===== config.mk =====
export PLATFORM = sky130hd
export DESIGN_NAME = pcht_entry_store
export DESIGN_NICKNAME = d
export VERILOG_FILES = /design/src/pcht_pkg.sv /design/src/pcht_entry_store.sv
export SDC_FILE = /design/constraint.sdc
export NUM_CORES = 2
export LEC_CHECK = 0
export BUFFER_PORTS_ARGS = -buffer_cell sky130_fd_sc_hd__buf_2
export CORE_ASPECT_RATIO = 1.75
export CORE_UTILIZATION = 33
export CTS_BUF_LIST = sky130_fd_sc_hd__clkbuf_2 sky130_fd_sc_hd__clkbuf_4 sky130_fd_sc_hd__clkbuf_8
export DETAILED_ROUTE_END_ITERATION = 10
export GPL_TIMING_DRIVEN = 0
export SYNTH_ARGS = -nofsm -noshare
export SYNTH_HDL_FRONTEND = slang
export SYNTH_MEMORY_MAX_BITS = 65536
export SYNTH_SLANG_ARGS = --single-unit

===== constraint.sdc =====
create_clock -name clk -period 9.9 [get_ports clk]
set_clock_uncertainty 0.2 [all_clocks]
set_input_delay 0.495 -clock clk [delete_from_list [all_inputs] [get_ports clk]]
set_output_delay 0.495 -clock clk [all_outputs]
set_load 0.02 [all_outputs]

===== src/pcht_pkg.sv =====
// Shared constants, codes and types of the per-context hit counter table.
// No dependencies; every other file in src/ refers to it by scoped names.
package pcht_pkg;

    localparam int MAX_ENTRIES = 24;
    localparam int IDX_W       = $clog2(MAX_ENTRIES);
    localparam int CNT_W       = $clog2(MAX_ENTRIES + 1);

    localparam int KEY_W   = 32;
    localparam int WCNT_W  = 21;
    localparam int ACC_W   = 64;
    localparam int WIN_W   = 32;
    localparam int PCT_W   = 7;
    localparam int SLOT_W  = 5;
    localparam int USED_W  = 5;
    localparam int STAT_W  = 3;
    localparam int CMP_W   = (SLOT_W > CNT_W) ? SLOT_W : CNT_W;
    localparam int PBIT_W  = $clog2(PCT_W);

    localparam logic [PCT_W-1:0] PCT_SCALE = 7'd100;

    localparam logic [STAT_W-1:0] ST_ADDED  = 3'd0;
    localparam logic [STAT_W-1:0] ST_NEW    = 3'd1;
    localparam logic [STAT_W-1:0] ST_FULL   = 3'd2;
    localparam logic [STAT_W-1:0] ST_READ   = 3'd3;
    localparam logic [STAT_W-1:0] ST_UNUSED = 3'd4;

    typedef struct packed {
        logic [KEY_W-1:0] key;
        logic [ACC_W-1:0] accesses;
        logic [ACC_W-1:0] hits;
        logic [WIN_W-1:0] windows;
    } entry_t;

    typedef struct packed {
        logic             en;
        logic [IDX_W-1:0] addr;
        entry_t           data;
    } mem_wr_t;

endpackage


===== src/pcht_entry_store.sv =====
// Entry store: one write port, one registered read port.
// Depends on pcht_pkg (entry_t, mem_wr_t, MAX_ENTRIES, IDX_W).
module pcht_entry_store (
    input  logic                   clk,
    input  pcht_pkg::mem_wr_t      wr,
    input  logic [pcht_pkg::IDX_W-1:0] rd_addr,
    output pcht_pkg::entry_t       rd_data
);

    pcht_pkg::entry_t mem [pcht_pkg::MAX_ENTRIES];

    always_ff @(posedge clk)
    begin
        if (wr.en)
        begin
            mem[wr.addr] <= wr.data;
        end
        rd_data <= mem[rd_addr];
    end

endmodule


==> results.cfg <==
[yosys]
yosysTopAreaCell = sky130_fd_sc_hd__edfxtp_1
synthesis.area_um2 = 179400
postSynthRegisterBits = 4800
edff_count_synth = 4608
share_of_synthesized_flip_flops_with_an_asynchronous_set_or_reset = 0
syn_avg_cell_area_um2 = 21.95
yosys-top-cells-area = sky130_fd_sc_hd__edfxtp_1, sky130_fd_sc_hd__mux4_2, sky130_fd_sc_hd__mux2i_1
yosysWarnings = 0
synth_top_area_share = 0.7711
yosys.cell_count.top_type = sky130_fd_sc_hd__edfxtp_1
postSynthNetCount = 8379
synth-main-ff-cell = sky130_fd_sc_hd__edfxtp_1
gate_count_post_synth = 8175
ys_seq_area_frac = 0.7925
synth.top_cells.by_count = sky130_fd_sc_hd__edfxtp_1, sky130_fd_sc_hd__mux2i_1, sky130_fd_sc_hd__mux4_2
synthDistinctLibCells = 27

[timing]
setup-tns-final_ps = 0
timing.final.setup_violations = 0
timing.slew.headroom = 0.1241
finalHoldViolCount = 0
finalWorstPathRequiredPeriod_ps = 3496
post-route-worst-setup-slack_ps = 6404
rsz0062_at_grt = no
final-max-slew-violation-count = 0
worst-slew-pin-transition_ps = 1293
final_min_period_over_clock_period = 0.3531
max_freq_ghz = 0.2861

[clock_network]
postCtsHoldBufs = 202
root_buffer = sky130_fd_sc_hd__clkbuf_8
cts_post_setup_buffers_inserted = 0
clock-sinks = 4800
worst_skew_pair_later_pin_latency_ps = 1200
path_clk_slew_ps = 70
cts.repair.resized = 0
cts.htree.levels = 6
cts_tree = done
cts_made_buffers = 721
cts_max_path_buffers = 5

[setup_path]
cp_data_required_time_ps = 10650
crit_path_end = rd_data[56]$_DFF_P_
worst_setup_path_end_kind = register
critPathMostFrequentCell = sky130_fd_sc_hd__buf_2
critical_path.reg2reg.startpoint = mem[8][133]$_DFFE_PP_
cp_slowest_cell = sky130_fd_sc_hd__o311ai_1
crit_family = buffers and inverters
worst-r2r-cell-count = 3
timing.reg2reg.setup_slack_ps = 7540
worst_ep_arrival_time_ps = 4240
timing.critical_path.from_type = primary input
timing.setup.critical_path_class = primary input to register
regToRegEndpoint = rd_data[133]$_DFF_P_
crit_buf_inv = 4
peak_fanout_along_the_critical_path = 10
crit_cells = 6
crit_path_cell_trace = buf_2, buf_2, buf_2, buf_2, mux2i_1, o311ai_1
cp-startpoint = rd_addr[2]
critical_path.max_stage_delay_ps = 1080

[power_and_ir_drop]
power.density_nw_per_um2 = 194.6
leakage_nw = 68.81
ir_drop_mv = 0.1053

[placed_design]
place.gp.congestion = 0.7672
placed_cells = 16000
dp_worst_setup_slack_ps = 4968
io_buffers = 392
detailed_place_hpwl_um = 354000
total_cell_area_at_the_placement_stage_um2 = 195600

[final_layout]
layout-drive-gt1-share = 0.2717
area_growth_syn_to_layout_pct = 18.00
post_layout_nonfiller_instances = 17520
finalInstanceArea_um2 = 211800
nets = 9933

[global_route]
first_pass_grt_wire_length_um = 715800
first_global_vias = 96200
grt_antenna_before_repair = 113
grt_usage = 0.1849
global_route.overflow_total = 0
grt_start_max_net_pins = 31

[floorplanning]
start_util = 0.3311
dieHeight_um = 977.5
placement_rows = 358
io-pin-count = 396
core-area_um2 = 542000
floorplan.die.width_um = 559.4
die_area_um2 = 546800

[route]
iteration_0_drc_markers = 7967
routed_wire_length_per_instance_um = 29.25
totalWireLength_um = 512500
detail_route.first_pass.iterations = 10
overall_via_count_from_detail_route = 90280
vias_per_cell = 5.153
post-route-drc-count = 96
final_antenna_net_count = 0

[worst_hold_path]
worst_hold_startpoint = wr[126]
worstHoldPathType = primary input to register

[outcome]
run_status = finished with violations
violations = DRC

[job]
drv.max_cap_violation_count = 0
==> layer usage <==
layer  vias to the layer above  routed length, um  GRT usage
met5                         -                194          0
met4                        30              21420    0.08813
met3                      1014              26680    0.02712
met2                      3434             279600     0.3438
met1                     47960             184600     0.2062
li1                      37850                  -          -
==> worst register-to-register path: cells and delay by family, from the launching register on <==
kind | cells | cell delay [ps]
compound gates | 2 | 1040
flops | 1 | 370
mux | 1 | 460
==> cell type report <==
type | count | area [um2]
fill | 48380 | 330200
timing repair buffer | 831 | 8981
tap | 7200 | 9009
multi-input combinational | 2884 | 34770
antenna | 74 | 185.2
sequential | 4800 | 142200
buffer | 491 | 2686
clock inverter | 273 | 1861
clock buffer | 966 | 12040
==> power by group <==
group | internal [W] | switching, W
combinational | 0.000830 | 0.00161
clock | 0.00850 | 0.00759
sequential | 0.0226 | 0.000115
total | 0.0319 | 0.00931
==> per-stage QoR <==
| stage | hold WS [ps] | util | power [W] |
|---|---|---|---|
| 2_1_floorplan | 360.3 | - | 0.02432 |
| 3_3_place_gp | 431.4 | 0.3513 | 0.02549 |
| 3_5_place_dp | 416.7 | 0.3610 | 0.02552 |
| 4_1_cts | 2.287 | 0.3903 | 0.04165 |
| 5_1_grt | 125.1 | 0.3905 | 0.04247 |
| 6_report | 101.4 | 0.3907 | 0.04121 |
==> logic make-up (layout without fill, tap and decap cells) <==
family,Yosys count,after routing,synth area share
other,0,74,0
AO/OA/AOI/OAI,922,922,0.03804
AND/OR/NAND/NOR,196,196,0.004874
buffers and inverters,491,2561,0.01487
flip-flops,4800,4800,0.7925
multiplexers,1766,1766,0.1497
==> placed cells by master, fill, tap and decap left out, types with 15 or more instances in the layout <==
cell / Yosys / final
sky130_fd_sc_hd__nand2_1: 78 / 78
sky130_fd_sc_hd__o21ai_1: 134 / 134
sky130_fd_sc_hd__a221oi_1: 154 / 154
sky130_fd_sc_hd__mux2i_1: 998 / 998
sky130_fd_sc_hd__clkinvlp_4: 0 / 15
sky130_fd_sc_hd__nand3_1: 77 / 77
sky130_fd_sc_hd__o311ai_1: 154 / 150
sky130_fd_sc_hd__clkbuf_8: 0 / 766
sky130_fd_sc_hd__buf_2: 144 / 536
sky130_fd_sc_hd__clkinv_2: 0 / 67
sky130_fd_sc_hd__buf_4: 59 / 61
sky130_fd_sc_hd__bufinv_16: 0 / 24
sky130_fd_sc_hd__a22oi_1: 230 / 230
sky130_fd_sc_hd__buf_16: 0 / 37
sky130_fd_sc_hd__dfxtp_1: 192 / 192
sky130_fd_sc_hd__clkbuf_1: 219 / 205
sky130_fd_sc_hd__o211ai_1: 192 / 192
sky130_fd_sc_hd__buf_12: 0 / 198
sky130_fd_sc_hd__diode_2: 0 / 74
sky130_fd_sc_hd__nor2_4: 0 / 24
sky130_fd_sc_hd__buf_6: 52 / 52
sky130_fd_sc_hd__mux4_2: 730 / 730
sky130_fd_sc_hd__clkinv_1: 0 / 154
sky130_fd_sc_hd__mux2_2: 38 / 38
sky130_fd_sc_hd__edfxtp_1: 4608 / 4608
sky130_fd_sc_hd__a21oi_1: 38 / 38
sky130_fd_sc_hd__dlygate4sd3_1: 0 / 202
sky130_fd_sc_hd__clkbuf_4: 0 / 200
sky130_fd_sc_hd__o21ai_0: 20 / 20
==> registers in the layout, summed over array words and instances (netlist names) <==
register and cells:
rd_data 192, mem 4608
==> worst min path at each step <==
stage / to / slack (ps) / depth (start not counted)
floorplan: rd_data[102]$_DFF_P_ / 360 / 4
global placement: rd_data[157]$_DFF_P_ / 430 / 4
detailed placement: rd_data[157]$_DFF_P_ / 420 / 4
CTS: mem[22][126]$_DFFE_PP_ / 2 / 2
global route: mem[22][126]$_DFFE_PP_ / 130 / 2
finish: mem[22][126]$_DFFE_PP_ / 100 / 2
Power figures use the tool's default switching activity.
